<file path="src/sv/srsd_pkg.sv">
// ----------------------------------------------------------------------------
// srsd_pkg: shared types and constants of the raster stream decoder
// Result and queue entry layouts, result codes, register indexes and limits.
// ----------------------------------------------------------------------------
`default_nettype none

package srsd_pkg;

   // Limits and file constants
   localparam int unsigned DIM_W      = 15;
   localparam logic [31:0] MAX_DIM    = 32'd16384;
   localparam logic [31:0] RAS_MAGIC  = 32'h59a66a95;
   localparam logic [5:0]  DEPTH_CLIP = 6'd63;
   localparam logic [7:0]  ALPHA_FULL = 8'd255;
   localparam logic [4:0]  HDR_LAST   = 5'd31;

   // Result queue
   localparam int unsigned QUEUE_DEPTH = 4;
   localparam int unsigned QADDR_W     = $clog2(QUEUE_DEPTH);

   // Result kinds
   localparam logic [1:0] KIND_PIXEL  = 2'd0;
   localparam logic [1:0] KIND_INFO   = 2'd1;
   localparam logic [1:0] KIND_STATUS = 2'd2;

   // Final status codes
   localparam logic [2:0] ST_OK        = 3'd0;
   localparam logic [2:0] ST_TRUNCATED = 3'd1;
   localparam logic [2:0] ST_BAD_MAGIC = 3'd2;
   localparam logic [2:0] ST_BAD_DIMS  = 3'd3;
   localparam logic [2:0] ST_UNSUPP    = 3'd4;

   // Configuration register indexes
   localparam logic [1:0] CSR_MAX_WIDTH   = 2'd0;
   localparam logic [1:0] CSR_MAX_HEIGHT  = 2'd1;
   localparam logic [1:0] CSR_HEADER_ONLY = 2'd2;

   localparam logic [DIM_W-1:0] MAX_DIM_RESET = 15'd16384;

   typedef struct packed {
      logic [DIM_W-1:0] max_width;
      logic [DIM_W-1:0] max_height;
      logic             header_only;
   } cfg_type;

   typedef struct packed {
      logic [1:0]       kind;
      logic [2:0]       status;
      logic [DIM_W-1:0] col_or_width;
      logic [DIM_W-1:0] row_or_height;
      logic [7:0]       red;
      logic [7:0]       green;
      logic [7:0]       blue;
      logic [7:0]       alpha;
      logic [5:0]       bit_depth;
      logic             indexed;
      logic             last;
   } result_type;

   // One queue entry holds every result that one byte causes
   typedef struct packed {
      logic       two;
      result_type res0;
      result_type res1;
   } entry_type;

   function automatic result_type make_final(input logic [2:0] status);
      result_type r;
      r        = '0;
      r.kind   = KIND_STATUS;
      r.status = status;
      return r;
   endfunction

endpackage

`default_nettype wire

</file>
<file path="src/sv/srsd_queue.sv">
// ----------------------------------------------------------------------------
// srsd_queue: result queue between parser and output stage
// Small register queue; one write and one read per cycle when not full/empty.
// ----------------------------------------------------------------------------
`default_nettype none

module srsd_queue (
   input  wire logic               clock,
   input  wire logic               reset,
   input  wire logic               wr,
   input  wire srsd_pkg::entry_type wr_data,
   output logic                    full,
   input  wire logic               rd,
   output srsd_pkg::entry_type     rd_data,
   output logic                    empty
);
   import srsd_pkg::*;

   entry_type          mem_ff [QUEUE_DEPTH];
   logic [QADDR_W-1:0] head_ff, head_in;
   logic [QADDR_W-1:0] tail_ff, tail_in;
   logic [QADDR_W:0]   count_ff, count_in;

   // Flags
   assign full    = (count_ff == (QADDR_W+1)'(QUEUE_DEPTH));
   assign empty   = (count_ff == '0);
   assign rd_data = mem_ff[head_ff];

   // Advance pointers
   always_comb begin
      head_in  = head_ff;
      tail_in  = tail_ff;
      count_in = count_ff;
      if (wr) begin
         tail_in = tail_ff + 1'b1;
      end
      if (rd) begin
         head_in = head_ff + 1'b1;
      end
      if (wr && !rd) begin
         count_in = count_ff + 1'b1;
      end else if (rd && !wr) begin
         count_in = count_ff - 1'b1;
      end
   end

   always_ff @(posedge clock) begin
      if (reset) begin
         head_ff  <= '0;
         tail_ff  <= '0;
         count_ff <= '0;
      end else begin
         head_ff  <= head_in;
         tail_ff  <= tail_in;
         count_ff <= count_in;
      end
   end

   // Store entry
   always_ff @(posedge clock) begin
      if (wr) begin
         mem_ff[tail_ff] <= wr_data;
      end
   end

   a_no_overflow: assert property (@(posedge clock) disable iff (reset)
      full |-> !wr)
      else $error("queue written while full");

   a_no_underflow: assert property (@(posedge clock) disable iff (reset)
      empty |-> !rd)
      else $error("queue read while empty");

   a_count_step: assert property (@(posedge clock) disable iff (reset)
      (wr && !rd) |=> (count_ff == $past(count_ff) + 1'b1))
      else $error("queue count did not follow a write");

endmodule

`default_nettype wire

</file>
<file path="src/sv/srsd_front.sv">
// ----------------------------------------------------------------------------
// srsd_front: byte parser of the raster stream decoder
// Collects the header, skips the colormap, assembles pixels and writes the
// results of each byte as one entry into the result queue.
// ----------------------------------------------------------------------------
`default_nettype none

module srsd_front (
   input  wire logic                clock,
   input  wire logic                reset,
   input  wire srsd_pkg::cfg_type   cfg,
   input  wire logic                push,
   input  wire logic [7:0]          data_byte,
   input  wire logic                end_of_file,
   input  wire logic                q_full,
   output logic                     q_wr,
   output srsd_pkg::entry_type      q_data
);
   import srsd_pkg::*;

   typedef enum logic [1:0] {
      PH_HEADER,
      PH_MAP,
      PH_PIXELS,
      PH_DRAIN
   } phase_type;

   phase_type        phase_ff, phase_in;
   logic [4:0]       offset_ff, offset_in;
   logic [23:0]      word_ff, word_in;
   logic [DIM_W-1:0] width_ff, width_in;
   logic [DIM_W-1:0] height_ff, height_in;
   logic [5:0]       depth_ff, depth_in;
   logic [1:0]       bpp_m1_ff, bpp_m1_in;
   logic [16:0]      row_len_ff, row_len_in;
   logic [31:0]      map_ff, map_in;
   logic [DIM_W-1:0] col_ff, col_in;
   logic [DIM_W-1:0] row_ff, row_in;
   logic [16:0]      row_byte_ff, row_byte_in;
   logic [1:0]       sub_ff, sub_in;
   logic [23:0]      pix_ff, pix_in;
   logic             bad_magic_ff, bad_magic_in;
   logic             bad_dims_ff, bad_dims_in;
   logic             unsupp_ff, unsupp_in;
   logic             idx_ff, idx_in;

   logic             accept;
   logic [31:0]      w;
   logic [16:0]      stride;
   logic             first_v, second_v;
   result_type       first_r, second_r;

   assign accept = push && !q_full;
   assign w      = {word_ff, data_byte};
   assign stride = row_len_ff + {16'd0, row_len_ff[0]};

   // Classify the byte and build its results
   always_comb begin
      phase_in     = phase_ff;
      offset_in    = offset_ff;
      word_in      = word_ff;
      width_in     = width_ff;
      height_in    = height_ff;
      depth_in     = depth_ff;
      bpp_m1_in    = bpp_m1_ff;
      row_len_in   = row_len_ff;
      map_in       = map_ff;
      col_in       = col_ff;
      row_in       = row_ff;
      row_byte_in  = row_byte_ff;
      sub_in       = sub_ff;
      pix_in       = pix_ff;
      bad_magic_in = bad_magic_ff;
      bad_dims_in  = bad_dims_ff;
      unsupp_in    = unsupp_ff;
      idx_in       = idx_ff;
      first_v      = 1'b0;
      first_r      = '0;
      second_v     = 1'b0;
      second_r     = '0;
      if (accept) begin
         case (phase_ff)
            PH_HEADER: begin
               word_in = w[23:0];
               // Start of a header clears the flags
               if (offset_ff == '0) begin
                  bad_magic_in = 1'b0;
                  bad_dims_in  = 1'b0;
                  unsupp_in    = 1'b0;
                  idx_in       = 1'b0;
               end
               // Check each completed header word
               if (offset_ff[1:0] == 2'd3) begin
                  case (offset_ff[4:2])
                     3'd0: bad_magic_in = (w != RAS_MAGIC);
                     3'd1: begin
                        if (w == '0 || w > {17'd0, cfg.max_width} || w > MAX_DIM) begin
                           bad_dims_in = 1'b1;
                        end
                        width_in = w[DIM_W-1:0];
                     end
                     3'd2: begin
                        if (w == '0 || w > {17'd0, cfg.max_height} || w > MAX_DIM) begin
                           bad_dims_in = 1'b1;
                        end
                        height_in = w[DIM_W-1:0];
                     end
                     3'd3: begin
                        depth_in = (w > {26'd0, DEPTH_CLIP}) ? DEPTH_CLIP : w[5:0];
                        case (w)
                           32'd8: begin
                              bpp_m1_in  = 2'd0;
                              row_len_in = {2'd0, width_ff};
                           end
                           32'd24: begin
                              bpp_m1_in  = 2'd2;
                              row_len_in = {2'd0, width_ff} + {1'b0, width_ff, 1'b0};
                           end
                           32'd32: begin
                              bpp_m1_in  = 2'd3;
                              row_len_in = {width_ff, 2'd0};
                           end
                           default: begin
                              unsupp_in = 1'b1;
                           end
                        endcase
                     end
                     3'd5: begin
                        if (w > 32'd1) begin
                           unsupp_in = 1'b1;
                        end
                     end
                     3'd6: idx_in = (w != '0);
                     3'd7: map_in = w;
                     default: ;
                  endcase
               end
               if (offset_ff != HDR_LAST) begin
                  offset_in = offset_ff + 1'b1;
                  if (end_of_file) begin
                     offset_in = '0;
                     second_v  = 1'b1;
                     second_r  = make_final(ST_TRUNCATED);
                  end
               end else begin
                  // Header complete
                  offset_in = '0;
                  if (bad_magic_in) begin
                     second_v = 1'b1;
                     second_r = make_final(ST_BAD_MAGIC);
                  end else if (bad_dims_in) begin
                     second_v = 1'b1;
                     second_r = make_final(ST_BAD_DIMS);
                  end else begin
                     first_v               = 1'b1;
                     first_r.kind          = KIND_INFO;
                     first_r.col_or_width  = width_ff;
                     first_r.row_or_height = height_ff;
                     first_r.bit_depth     = depth_ff;
                     first_r.indexed       = idx_ff;
                     if (cfg.header_only) begin
                        second_v = 1'b1;
                        second_r = make_final(ST_OK);
                     end else if (unsupp_ff) begin
                        second_v = 1'b1;
                        second_r = make_final(ST_UNSUPP);
                     end else begin
                        col_in      = '0;
                        row_in      = '0;
                        row_byte_in = '0;
                        sub_in      = '0;
                        pix_in      = '0;
                        phase_in    = (w != '0) ? PH_MAP : PH_PIXELS;
                        if (end_of_file) begin
                           second_v = 1'b1;
                           second_r = make_final(ST_TRUNCATED);
                        end
                     end
                  end
                  if (second_v) begin
                     phase_in = end_of_file ? PH_HEADER : PH_DRAIN;
                  end
               end
            end
            PH_MAP: begin
               // Drop colormap bytes
               map_in = map_ff - 1'b1;
               if (map_in == '0) begin
                  phase_in = PH_PIXELS;
               end
               if (end_of_file) begin
                  second_v = 1'b1;
                  second_r = make_final(ST_TRUNCATED);
                  phase_in = PH_HEADER;
               end
            end
            PH_PIXELS: begin
               // Assemble pixel bytes; row padding is dropped
               if (row_byte_ff < row_len_ff) begin
                  case (sub_ff)
                     2'd0:    pix_in = {data_byte, 16'd0};
                     2'd1:    pix_in = {pix_ff[23:16], data_byte, pix_ff[7:0]};
                     2'd2:    pix_in = {pix_ff[23:8], data_byte};
                     default: pix_in = pix_ff;
                  endcase
                  if (sub_ff == bpp_m1_ff) begin
                     first_v               = 1'b1;
                     first_r.kind          = KIND_PIXEL;
                     first_r.col_or_width  = col_ff;
                     first_r.row_or_height = row_ff;
                     first_r.red           = pix_in[23:16];
                     if (bpp_m1_ff == 2'd0) begin
                        first_r.green = pix_in[23:16];
                        first_r.blue  = pix_in[23:16];
                     end else begin
                        first_r.green = pix_in[15:8];
                        first_r.blue  = pix_in[7:0];
                     end
                     first_r.alpha = (bpp_m1_ff == 2'd3) ? data_byte : ALPHA_FULL;
                     col_in        = col_ff + 1'b1;
                     sub_in        = '0;
                  end else begin
                     sub_in = sub_ff + 1'b1;
                  end
               end
               row_byte_in = row_byte_ff + 1'b1;
               if (row_byte_in == stride) begin
                  row_byte_in = '0;
                  col_in      = '0;
                  sub_in      = '0;
                  row_in      = row_ff + 1'b1;
                  if (row_in == height_ff) begin
                     second_v = 1'b1;
                     second_r = make_final(ST_OK);
                     phase_in = end_of_file ? PH_HEADER : PH_DRAIN;
                  end
               end
               if (end_of_file && !second_v) begin
                  second_v = 1'b1;
                  second_r = make_final(ST_TRUNCATED);
                  phase_in = PH_HEADER;
               end
            end
            default: begin
               // Ignore bytes up to the end of the file
               if (end_of_file) begin
                  phase_in  = PH_HEADER;
                  offset_in = '0;
               end
            end
         endcase
      end
   end

   // Pack the results of this byte into one entry
   always_comb begin
      q_data = '0;
      q_wr   = accept && (first_v || second_v);
      if (first_v) begin
         q_data.res0 = first_r;
         if (second_v) begin
            q_data.two       = 1'b1;
            q_data.res1      = second_r;
            q_data.res1.last = 1'b1;
         end else begin
            q_data.res0.last = 1'b1;
         end
      end else begin
         q_data.res0      = second_r;
         q_data.res0.last = 1'b1;
      end
   end

   // Hold parser state
   always_ff @(posedge clock) begin
      if (reset) begin
         phase_ff     <= PH_HEADER;
         offset_ff    <= '0;
         bad_magic_ff <= 1'b0;
         bad_dims_ff  <= 1'b0;
         unsupp_ff    <= 1'b0;
         idx_ff       <= 1'b0;
         col_ff       <= '0;
         row_ff       <= '0;
         row_byte_ff  <= '0;
         sub_ff       <= '0;
         map_ff       <= '0;
      end else begin
         phase_ff     <= phase_in;
         offset_ff    <= offset_in;
         bad_magic_ff <= bad_magic_in;
         bad_dims_ff  <= bad_dims_in;
         unsupp_ff    <= unsupp_in;
         idx_ff       <= idx_in;
         col_ff       <= col_in;
         row_ff       <= row_in;
         row_byte_ff  <= row_byte_in;
         sub_ff       <= sub_in;
         map_ff       <= map_in;
      end
      word_ff    <= word_in;
      width_ff   <= width_in;
      height_ff  <= height_in;
      depth_ff   <= depth_in;
      bpp_m1_ff  <= bpp_m1_in;
      row_len_ff <= row_len_in;
      pix_ff     <= pix_in;
   end

endmodule

`default_nettype wire

</file>
<file path="src/sv/srsd_back.sv">
// ----------------------------------------------------------------------------
// srsd_back: output stage of the raster stream decoder
// Takes entries from the result queue and hands out their results one at a
// time on the result port.
// ----------------------------------------------------------------------------
`default_nettype none

module srsd_back (
   input  wire logic                clock,
   input  wire logic                reset,
   input  wire srsd_pkg::entry_type q_data,
   input  wire logic                q_empty,
   output logic                     q_rd,
   input  wire logic                pop,
   output logic                     empty,
   output srsd_pkg::result_type     result
);
   import srsd_pkg::*;

   logic      valid_ff, valid_in;
   logic      sel_ff, sel_in;
   entry_type entry_ff;
   logic      done;

   assign empty  = !valid_ff;
   assign result = sel_ff ? entry_ff.res1 : entry_ff.res0;
   assign done   = (sel_ff == entry_ff.two);
   assign q_rd   = (!valid_ff || (pop && done)) && !q_empty;

   // Advance through the held entry, then reload
   always_comb begin
      valid_in = valid_ff;
      sel_in   = sel_ff;
      if (q_rd) begin
         valid_in = 1'b1;
         sel_in   = 1'b0;
      end else if (pop && valid_ff) begin
         if (done) begin
            valid_in = 1'b0;
         end else begin
            sel_in = 1'b1;
         end
      end
   end

   always_ff @(posedge clock) begin
      if (reset) begin
         valid_ff <= 1'b0;
         sel_ff   <= 1'b0;
      end else begin
         valid_ff <= valid_in;
         sel_ff   <= sel_in;
      end
      if (q_rd) begin
         entry_ff <= q_data;
      end
   end

endmodule

`default_nettype wire

</file>
<file path="src/sv/sun_raster_stream_decoder_core.sv">
// ----------------------------------------------------------------------------
// sun_raster_stream_decoder_core: streaming raster file decoder
// Parses header, colormap and pixel bytes and returns RGBA, info and status
// results through a result queue.
// ----------------------------------------------------------------------------
// Throughput: one byte accepted per cycle unless req_full is high; one result
//   delivered per cycle while results are waiting. A byte's results are
//   written into the result queue, then loaded into the output stage.
// A byte with two results holds the output stage for two pops; full rises
//   when the four-entry result queue fills.
// Reset: synchronous; clears the parser to the header phase, empties the
//   queue and sets the limits to 16384 and header_only to 0.
`default_nettype none

module sun_raster_stream_decoder_core (
   input  wire logic                       clock,
   input  wire logic                       reset,
   input  wire logic                       req_push,
   output logic                            req_full,
   input  wire logic [7:0]                 req_data_byte,
   input  wire logic                       req_end_of_file,
   output logic                            rsp_empty,
   input  wire logic                       rsp_pop,
   output logic [1:0]                      rsp_kind,
   output logic [2:0]                      rsp_status,
   output logic [srsd_pkg::DIM_W-1:0]      rsp_col_or_width,
   output logic [srsd_pkg::DIM_W-1:0]      rsp_row_or_height,
   output logic [7:0]                      rsp_red,
   output logic [7:0]                      rsp_green,
   output logic [7:0]                      rsp_blue,
   output logic [7:0]                      rsp_alpha,
   output logic [5:0]                      rsp_bit_depth,
   output logic                            rsp_indexed,
   output logic                            rsp_last,
   input  wire logic                       csr_valid,
   output logic                            csr_ready,
   input  wire logic [1:0]                 csr_index,
   input  wire logic [srsd_pkg::DIM_W-1:0] csr_data
);
   import srsd_pkg::*;

   cfg_type    cfg_ff;
   logic       q_wr, q_rd, q_full, q_empty;
   entry_type  q_wr_data, q_rd_data;
   result_type result;

   // Configuration registers
   assign csr_ready = 1'b1;

   always_ff @(posedge clock) begin
      if (reset) begin
         cfg_ff.max_width   <= MAX_DIM_RESET;
         cfg_ff.max_height  <= MAX_DIM_RESET;
         cfg_ff.header_only <= 1'b0;
      end else if (csr_valid && csr_ready) begin
         case (csr_index)
            CSR_MAX_WIDTH:   cfg_ff.max_width   <= csr_data;
            CSR_MAX_HEIGHT:  cfg_ff.max_height  <= csr_data;
            CSR_HEADER_ONLY: cfg_ff.header_only <= csr_data[0];
            default: ;
         endcase
      end
   end

   assign req_full = q_full;

   srsd_front u_front (
      .clock       (clock),
      .reset       (reset),
      .cfg         (cfg_ff),
      .push        (req_push),
      .data_byte   (req_data_byte),
      .end_of_file (req_end_of_file),
      .q_full      (q_full),
      .q_wr        (q_wr),
      .q_data      (q_wr_data)
   );

   srsd_queue u_queue (
      .clock   (clock),
      .reset   (reset),
      .wr      (q_wr),
      .wr_data (q_wr_data),
      .full    (q_full),
      .rd      (q_rd),
      .rd_data (q_rd_data),
      .empty   (q_empty)
   );

   srsd_back u_back (
      .clock   (clock),
      .reset   (reset),
      .q_data  (q_rd_data),
      .q_empty (q_empty),
      .q_rd    (q_rd),
      .pop     (rsp_pop),
      .empty   (rsp_empty),
      .result  (result)
   );

   // Drive result ports
   assign rsp_kind          = result.kind;
   assign rsp_status        = result.status;
   assign rsp_col_or_width  = result.col_or_width;
   assign rsp_row_or_height = result.row_or_height;
   assign rsp_red           = result.red;
   assign rsp_green         = result.green;
   assign rsp_blue          = result.blue;
   assign rsp_alpha         = result.alpha;
   assign rsp_bit_depth     = result.bit_depth;
   assign rsp_indexed       = result.indexed;
   assign rsp_last          = result.last;

endmodule

`default_nettype wire
</file>
<file path="config.mk">
export PLATFORM = sky130hd
export DESIGN_NAME = sun_raster_stream_decoder_core
export DESIGN_NICKNAME = d
export VERILOG_FILES = /design/src/sv/srsd_pkg.sv /design/src/sv/srsd_queue.sv /design/src/sv/srsd_front.sv /design/src/sv/srsd_back.sv /design/src/sv/sun_raster_stream_decoder_core.sv
export SDC_FILE = /design/constraint.sdc
export NUM_CORES = 1
export LEC_CHECK = 0
export ABC_AREA = 1
export BUFFER_PORTS_ARGS = -buffer_cell sky130_fd_sc_hd__buf_2
export CAP_MARGIN = 25
export CORE_MARGIN = 2
export CORE_UTILIZATION = 56
export DETAILED_ROUTE_END_ITERATION = 7
export PLACE_DENSITY = 0.77
export SLEW_MARGIN = 20
export SYNTH_ARGS = -nofsm -noshare
export SYNTH_HDL_FRONTEND = slang
export SYNTH_SLANG_ARGS = --single-unit
</file>
<file path="constraint.sdc">
create_clock -name clock -period 6.3 [get_ports clock]
set_input_delay 0.315 -clock clock [delete_from_list [all_inputs] [get_ports clock]]
set_output_delay 0.315 -clock clock [all_outputs]
set_load 0.02 [all_outputs]
</file>
=== Yosys cells after proc, flatten, opt, wreduce, memory -nomap -nowiden ===
Memory sizes are Yosys's and may differ from the RTL's. A register that Yosys moved wholly into a read port is not among the register bits.
Cells that the tools add are included.

* Magnitude comparators: 6
* Bitwise gates (word level): 2
* Multiplexer cells: 146
* Add/sub/neg operators: 12
* Eq/ne operators: 42
* Reduce and logical (&&, ||, !) cells: 59

{| class="wikitable"
|+ Operator list
! cell !! number
|-
| $mux W75 || 14
|-
| $pmux W75 S3 || 1
|-
| $mux W24 || 6
|-
| $mux W15 || 9
|-
| $mux W62 || 2
|-
| $mux W17 || 6
|-
| $mux W32 || 3
|-
| $mux W30 || 3
|-
| $pmux W24 S3 || 1
|-
| $mux W69 || 1
|-
| $gt A32 B15 Y1 || 2
|-
| $logic_not A32 Y1 || 2
|-
| $pmux W32 S2 || 1
|-
| $pmux W15 S2 || 2
|-
| $pmux W30 S2 || 1
|-
| $mux W2 || 26
|-
| $pmux W17 S3 || 1
|-
| $mux W1 || 48
|-
| $pmux W24 S2 || 1
|-
| $pmux W17 S2 || 1
|-
| $eq A32 B4 Y1 const B || 1
|-
| $eq A32 B5 Y1 const B || 1
|-
| $eq A32 B6 Y1 const B || 1
|-
| $gt A32 B1 Y1 const B || 1
|-
| other kinds (59) || 132
|}

* RAM bits: 604
* Memories kept: 1
* Flip-flop bits (word level): 235
* Bits of input ports: 31

{| class="wikitable"
|+ Memories
! name !! words !! width !! rd ports !! clocked after memory_dff !! write ports !! line !! RTL
|-
| u_queue.mem_ff || 4 || 151 || 1 || 1 || 1 || srsd_queue.sv:19 || <nowiki>entry_type mem_ff [QUEUE_DEPTH];</nowiki>
|}

=== Depth between registers and ports, before layout ===
* Depth after elaboration: 22
* Gate-level depth with buffers: 26

=== By module ===
From an unflattened synthesis, not the netlist that was laid out.

* Cells, all modules: 4,241
* Area total of the unflattened synthesis: 44,381.3 um^2

{| class="wikitable"
|+ Modules (own cells, without submodules)
! module !! instances !! sequential area each (um^2) !! area an instance (um^2) !! cells an instance
|-
| srsd_queue || 1 || 18,317.6 || 22,709.3 || 1,518
|-
| srsd_front || 1 || 4,934.7 || 14,776.7 || 2,112
|-
| srsd_back || 1 || 4,574.4 || 5,551.6 || 407
|-
| sun_raster_stream_decoder_core || 1 || 620.6 || 1,343.8 || 204
|}

=== Worst setup path after synthesis ===
OpenSTA, ideal clock, no wires.

* Path kind: reg2reg
* Start point: reg u_front.row_byte_ff[1]
* End point: mem u_queue.mem_ff[0][0] (netlist name) (enable)
* Stages on the path, launching flop included: 19
* Arrival: 5.388 ns
* Clock period less this slack: 5.907 ns
* Data required time: 5.781 ns
* Library setup time: 0.519 ns
* Path slack: 0.393 ns
* Path through: dfxtp_1 -> ha_1 -> nand2_2 -> nor2_4 -> nand2_2 -> nor2_4 -> nand4_2 -> or2_0 -> nand3b_1 -> nand2_1 -> nor2_2 -> nand3_1 -> nand2_1 -> nand2_1 -> nand2_1 -> nand2_2 -> nand2_1 -> inv_1 -> nor2_1

* Longest elaborated chain between the ends: 14
* Elaborated cells on any way between the ends: 18

{| class="wikitable"
|+ RTL lines
! item !! line !! RTL
|-
| from (decl) || srsd_front.sv:39 || <nowiki>logic [16:0] row_byte_ff, row_byte_in;</nowiki>
|-
| from (signal assigned) || srsd_front.sv:297 || <nowiki>row_byte_ff <= row_byte_in;</nowiki>
|-
| $add A17 B1 Y17 || srsd_front.sv:226 || <nowiki>row_byte_in = row_byte_ff + 1'b1;</nowiki>
|-
| $eq A17 B17 Y1 || srsd_front.sv:227 || <nowiki>if (row_byte_in == stride) begin</nowiki>
|-
| $mux W1 || srsd_front.sv:227 ||
|-
| $mux W1 || srsd_front.sv:82 || <nowiki>case (phase_ff)</nowiki>
|-
| $mux W1 || srsd_front.sv:81 || <nowiki>if (accept) begin</nowiki>
|-
| $logic_not A1 Y1 || srsd_front.sv:238 || <nowiki>if (end_of_file && !second_v) begin</nowiki>
|-
| $logic_and A1 B1 Y1 || srsd_front.sv:238 ||
|-
| $mux W1 || srsd_front.sv:238 ||
|-
| $pmux W1 S3 || srsd_front.sv:82 ||
|-
| $mux W1 || srsd_front.sv:81 ||
|-
| $logic_or A1 B1 Y1 (*) || srsd_front.sv:258 || <nowiki>q_wr = accept && (first_v || second_v);</nowiki>
|-
| $logic_and A1 B1 Y1 (*) || srsd_front.sv:258 ||
|-
| net q_wr || sun_raster_stream_decoder_core.sv:43 || <nowiki>logic q_wr, q_rd, q_full, q_empty;</nowiki>
|-
| $mux W1 (*) || srsd_queue.sv:61 || <nowiki>if (wr) begin</nowiki>
|-
| $mux W1 (not written as such) (*) || srsd_queue.sv:62 || <nowiki>mem_ff[tail_ff] <= wr_data;</nowiki>
|-
| to (decl) || srsd_queue.sv:19 ||
|}

The timed path passes the listed nets; every way through them passes the cells marked *. The select of a mux whose other input is x is not followed.

=== Final worst setup path ===
* Start point: reg u_front.row_ff[1]
* End point: mem u_queue.mem_ff[1][99] (netlist name) (enable)

* Longest elaborated chain between the ends: 15

{| class="wikitable"
|+ RTL lines
! item !! line !! RTL
|-
| from (decl) || srsd_front.sv:38 || <nowiki>logic [DIM_W-1:0] row_ff, row_in;</nowiki>
|-
| from (signal assigned) || srsd_front.sv:296 || <nowiki>row_ff <= row_in;</nowiki>
|-
| $add A15 B1 Y15 (*) || srsd_front.sv:231 || <nowiki>row_in = row_ff + 1'b1;</nowiki>
|-
| $eq A15 B15 Y1 (*) || srsd_front.sv:232 || <nowiki>if (row_in == height_ff) begin</nowiki>
|-
| $mux W1 (*) || srsd_front.sv:232 ||
|-
| $mux W1 (*) || srsd_front.sv:227 ||
|-
| $mux W1 (*) || srsd_front.sv:82 ||
|-
| $mux W1 (*) || srsd_front.sv:81 ||
|-
| $logic_not A1 Y1 || srsd_front.sv:238 ||
|-
| $logic_and A1 B1 Y1 || srsd_front.sv:238 ||
|-
| $mux W1 (*) || srsd_front.sv:238 ||
|-
| $pmux W1 S3 (*) || srsd_front.sv:82 ||
|-
| $mux W1 (*) || srsd_front.sv:81 ||
|-
| $logic_or A1 B1 Y1 (*) || srsd_front.sv:258 ||
|-
| $logic_and A1 B1 Y1 (*) || srsd_front.sv:258 ||
|-
| net q_wr || sun_raster_stream_decoder_core.sv:43 ||
|-
| $mux W1 (*) || srsd_queue.sv:61 ||
|-
| $mux W1 (not written as such) (*) || srsd_queue.sv:62 ||
|}

Marked as above.

==> results.txt <==
----------------------------------------------------
[Pwr]
  Seq pwr share ... 45.7%
  Standby leakage power ... 0.0131 uW
  Internal cell power ... 8110 uW
  Power density over cell area ... 350 mW/mm^2
  Total Power Consumption ... 11700 uW
  Switching share of power ... 31.0%
  Share of power burned in the clock network ... 33.6%
  Switching component of the power ... 3640 uW
  Maximum resistive drop on vdd ... 299 uV
  Combinational share of power ... 20.6%

[Synth]
  Synthesis-stage register bit count ... 635
  Yosys warnings ... 0
  Sequential element share of the synthesized area ... 59.1%
  Post-synthesis cell count ... 3136
  Number of flops mapped to enable cells by yosys ... 503
  Netlist area before placement ... 0.0300 mm^2
  Synth async-reset ratio ... 0%
  Mean post-synth cell area ... 9.57 um^2
  Most used flip-flop cell after synthesis ... sky130_fd_sc_hd__edfxtp_1
  Distinct cell type count after synthesis ... 60

[Global routing]
  Via count of the first global-routing pass ... 22000
  Initial antenna violation count ... 4
  Wire length of the first global-routing pass ... 118000 um
  Total global-route track usage ... 26.9%
  Total gr overflow ... 0
  Largest net degree at the start of global routing ... 103

[Drt]
  DRC errors left ... 0
  Routed wire length ... 75500 um
  Vias per Instance ... 5.81
  Routed Antenna Nets ... 0
  DR pass1 iterations ... 6
  Detailed-route wire length per cell ... 19.0 um
  Iteration-0 DRC Markers ... 2357
  Vias after detailed routing ... 23100

[STA]
  Unrepaired setup endpoints after global routing ... no
  Fin Hold WS ... 0.0302 ns
  Number of setup violations in the final report ... 0
  Tcrit/Tclk final ... 71.3%
  Final slew viol count ... 0
  Count of endpoints failing hold in the final timing report ... 0
  Worst setup skew after layout ... 0.0298 ns
  Sum of negative setup slack ... 0 ns
  Upper clock frequency limit ... 223 MHz
  Relative slew slack ... 37.0%
  Time the final worst path needs with I/O delays and setup ... 4.49 ns
  Actual transition at the worst max-transition pin ... 0.945 ns

[Floorplanning]
  Chip width ... 235 um
  Initial standard-cell utilization of the core ... 56.9%
  Chip Height ... 235 um
  Die Area ... 0.0554 mm^2
  Row count ... 84
  Core area ... 0.0528 mm^2
  Count of pins on the block boundary ... 109

[Critical path]
  Critical-path maximum fanout ... 52
  Type of destination of the critical path ... flip-flop
  Critical path start-end classification ... reg -> reg
  Critical path startpoint category ... flip-flop
  CP Data Required Time ... 6.57 ns
  Data arrival at the endpoint of the critical path ... 4.76 ns

[Placed design]
  Detailed placer's ending HPWL ... 50800 um
  Total of buffers placed on input and output ports ... 107
  Instance area after placement ... 0.0312 mm^2
  Routability cong. ... 0.960
  Cell count after placement ... 3836

[Worst hold path]
  Worst hold path type ... in -> reg

[Clock network]
  Clock tree from TritonCTS ... yes
  Clock Path Buffers ... 3
  Clk Latency, worst-skew pair ... 0.61 ns
  Register clock-pin slew on the reported worst setup and hold paths ... 0.06 ns
  Clock sink count ... 635
  Hold-fix buffers, CTS ... 7
  Level count of the clock H-tree ... 3
  Master cell of the clock root buffer ... sky130_fd_sc_hd__clkbuf_16
  Setup Buffers After CTS ... 0
  TritonCTS Buffers ... 69
  Number of resized instances in the post-cts repair step ... 0

[Flow run]
  Max-cap violations ... 0

[Final layout]
  Relative area change from synthesis to final layout ... 11.9%
  Most frequent standard cell in the layout excluding fill and tap cells ... sky130_fd_sc_hd__nor2_1
  Final Cell Area ... 0.0336 mm^2
  Count of placed standard cells in the final layout, fillers left out ... 3974
  Share of final-layout standard cells stronger than drive strength 1 ... 9.20%
  Final-layout fill cell count ... 4122
  Final net count ... 3346
  Commonest cells after routing, fill and taps aside ... sky130_fd_sc_hd__nor2_1 (555), sky130_fd_sc_hd__edfxtp_1 (503), sky130_fd_sc_hd__nand2_1 (450)

[Status]
  Result of the run ... completed

----------------------------------------------------
final timing paths:
kind / cells past startpoint / start / endpoint / slack, ns
min: 3 / csr_data[1] / cfg_ff[2]$_SDFFE_PP0P_ / 0.03
max reg2reg: 20 / u_front.row_ff[1]$_SDFFE_PP0P_ / u_queue.mem_ff[1][99]$_DFFE_PP_ / 1.81
min reg2reg: 2 / cfg_ff[21]$_SDFFE_PP0P_ / cfg_ff[21]$_SDFFE_PP0P_ / 0.46
max: 20 / u_front.row_ff[1]$_SDFFE_PP0P_ / u_queue.mem_ff[1][99]$_DFFE_PP_ / 1.81
kinds of logic (layout without fill, tap and decap cells):
logic type / after synthesis / in the layout / synth area share [%]
and+or+nand+nor: 1250 / 1250 / 17.3
xor gates and xnor gates: 58 / 58 / 1.81
DFF: 635 / 635 / 59.1
AOI/OAI and AO/OA: 639 / 639 / 12.2
other: 2 / 8 / 0.0250
buffers and inverters: 467 / 611 / 5.95
adders and majority gates: 85 / 85 / 3.59
Yosys cell counts (2+ instances only):
cell	n	area share (%)
sky130_fd_sc_hd__a211oi_1	24	0.60
sky130_fd_sc_hd__a211oi_2	2	0.083
sky130_fd_sc_hd__a21oi_1	152	2.5
sky130_fd_sc_hd__a221oi_1	9	0.26
sky130_fd_sc_hd__a31oi_1	3	0.063
sky130_fd_sc_hd__a32oi_1	24	0.70
sky130_fd_sc_hd__and2_1	2	0.042
sky130_fd_sc_hd__buf_1	8	0.10
sky130_fd_sc_hd__buf_2	10	0.17
sky130_fd_sc_hd__buf_4	3	0.075
sky130_fd_sc_hd__clkbuf_1	102	1.3
sky130_fd_sc_hd__clkinv_1	2	0.025
sky130_fd_sc_hd__conb_1	2	0.025
sky130_fd_sc_hd__dfxtp_1	132	8.8
sky130_fd_sc_hd__edfxtp_1	503	50
sky130_fd_sc_hd__fa_1	2	0.13
sky130_fd_sc_hd__ha_1	83	3.5
sky130_fd_sc_hd__inv_1	329	4.1
sky130_fd_sc_hd__inv_2	12	0.15
sky130_fd_sc_hd__nand2_1	450	5.6
sky130_fd_sc_hd__nand2_2	9	0.19
sky130_fd_sc_hd__nand3_1	108	1.8
sky130_fd_sc_hd__nand3b_1	3	0.075
sky130_fd_sc_hd__nand4_1	42	0.88
sky130_fd_sc_hd__nor2_1	561	7.0
sky130_fd_sc_hd__nor2_2	20	0.42
sky130_fd_sc_hd__nor2_4	3	0.11
sky130_fd_sc_hd__nor3_1	30	0.50
sky130_fd_sc_hd__nor3_2	3	0.10
sky130_fd_sc_hd__nor3b_1	2	0.050
sky130_fd_sc_hd__nor4_1	8	0.17
sky130_fd_sc_hd__o211a_1	2	0.067
sky130_fd_sc_hd__o211ai_1	5	0.13
sky130_fd_sc_hd__o21a_1	2	0.050
sky130_fd_sc_hd__o21ai_0	273	4.6
sky130_fd_sc_hd__o21ai_1	6	0.10
sky130_fd_sc_hd__o21bai_1	5	0.13
sky130_fd_sc_hd__o221ai_1	12	0.35
sky130_fd_sc_hd__o22ai_1	111	2.3
sky130_fd_sc_hd__o31ai_1	2	0.050
sky130_fd_sc_hd__or2_2	2	0.042
sky130_fd_sc_hd__xnor2_1	18	0.53
sky130_fd_sc_hd__xnor3_1	2	0.15
sky130_fd_sc_hd__xor2_1	37	1.1
routing by layer:
layer,wire length (um),GRT usage (%),up-vias
met4,2180,10.5,2
met1,31900,36.4,11000
met5,12,0,-
met2,35400,43.5,992
li1,-,-,11000
met3,6010,4.96,147
power groups by stage:
stage	registers (uW)	logic, uW	clock network, uW
2_1_floorplan	5360	1660	0
3_3_place_gp	5490	2260	0
3_5_place_dp	5510	2340	0
4_1_cts	5420	2360	4010
5_1_grt	5420	2650	4190
6_report	5370	2420	3950
worst max-delay path, cell delays in order, from the launching register on:
cell and delay (ns):
sky130_fd_sc_hd__dfxtp_1 0.41, sky130_fd_sc_hd__ha_1 0.28, sky130_fd_sc_hd__nand2_1 0.12, sky130_fd_sc_hd__nor2_2 0.26
sky130_fd_sc_hd__nand2_1 0.12, sky130_fd_sc_hd__nand2_1 0.10, sky130_fd_sc_hd__nor2_1 0.04, sky130_fd_sc_hd__nor2_1 0.10
sky130_fd_sc_hd__nand3_1 0.07, sky130_fd_sc_hd__nor2_1 0.14, sky130_fd_sc_hd__nand4_1 0.12, sky130_fd_sc_hd__nor2_1 0.25
sky130_fd_sc_hd__nand3_1 0.25, sky130_fd_sc_hd__nand2_1 0.13, sky130_fd_sc_hd__nand2_1 0.06, sky130_fd_sc_hd__nand2_1 0.07
sky130_fd_sc_hd__nand2_2 0.14, sky130_fd_sc_hd__nand2_1 0.15, sky130_fd_sc_hd__inv_1 0.17, sky130_fd_sc_hd__nor2_4 0.76
sky130_fd_sc_hd__buf_12 0.39
stage by stage:
stage               utilization (%)  worst slack, ns
floorplan                         -            0.393
global placement               59.1             1.95
detailed placement             59.1             1.88
CTS                            63.5             1.86
global route                   63.6             1.47
finish                         63.7             1.81
state kept, by name, summed over array words and instances (netlist names), 3 cells and up:
name	flops
u_front.col_ff	15
u_front.height_ff	15
u_front.width_ff	15
u_front.offset_ff	5
u_queue.mem_ff	320
u_front.row_len_ff	17
u_front.map_ff	32
cfg_ff	31
u_front.word_ff	24
u_front.depth_ff	6
u_front.row_byte_ff	17
u_back.entry_ff	80
u_queue.count_ff	3
u_front.row_ff	15
u_front.pix_ff	24
final cells by class:
type	count	area [um^2]	area share (%)
inverter	343	1290	3.84
clock buffer	89	1890	5.61
antenna	3	7.51	0.0224
multi-input combinational	2037	10500	31.4
clock inverter	35	335	0.998
sequential	635	17800	52.9
timing repair buffer	144	918	2.73
tap	688	861	2.56
(Power assumes the default switching activity.)
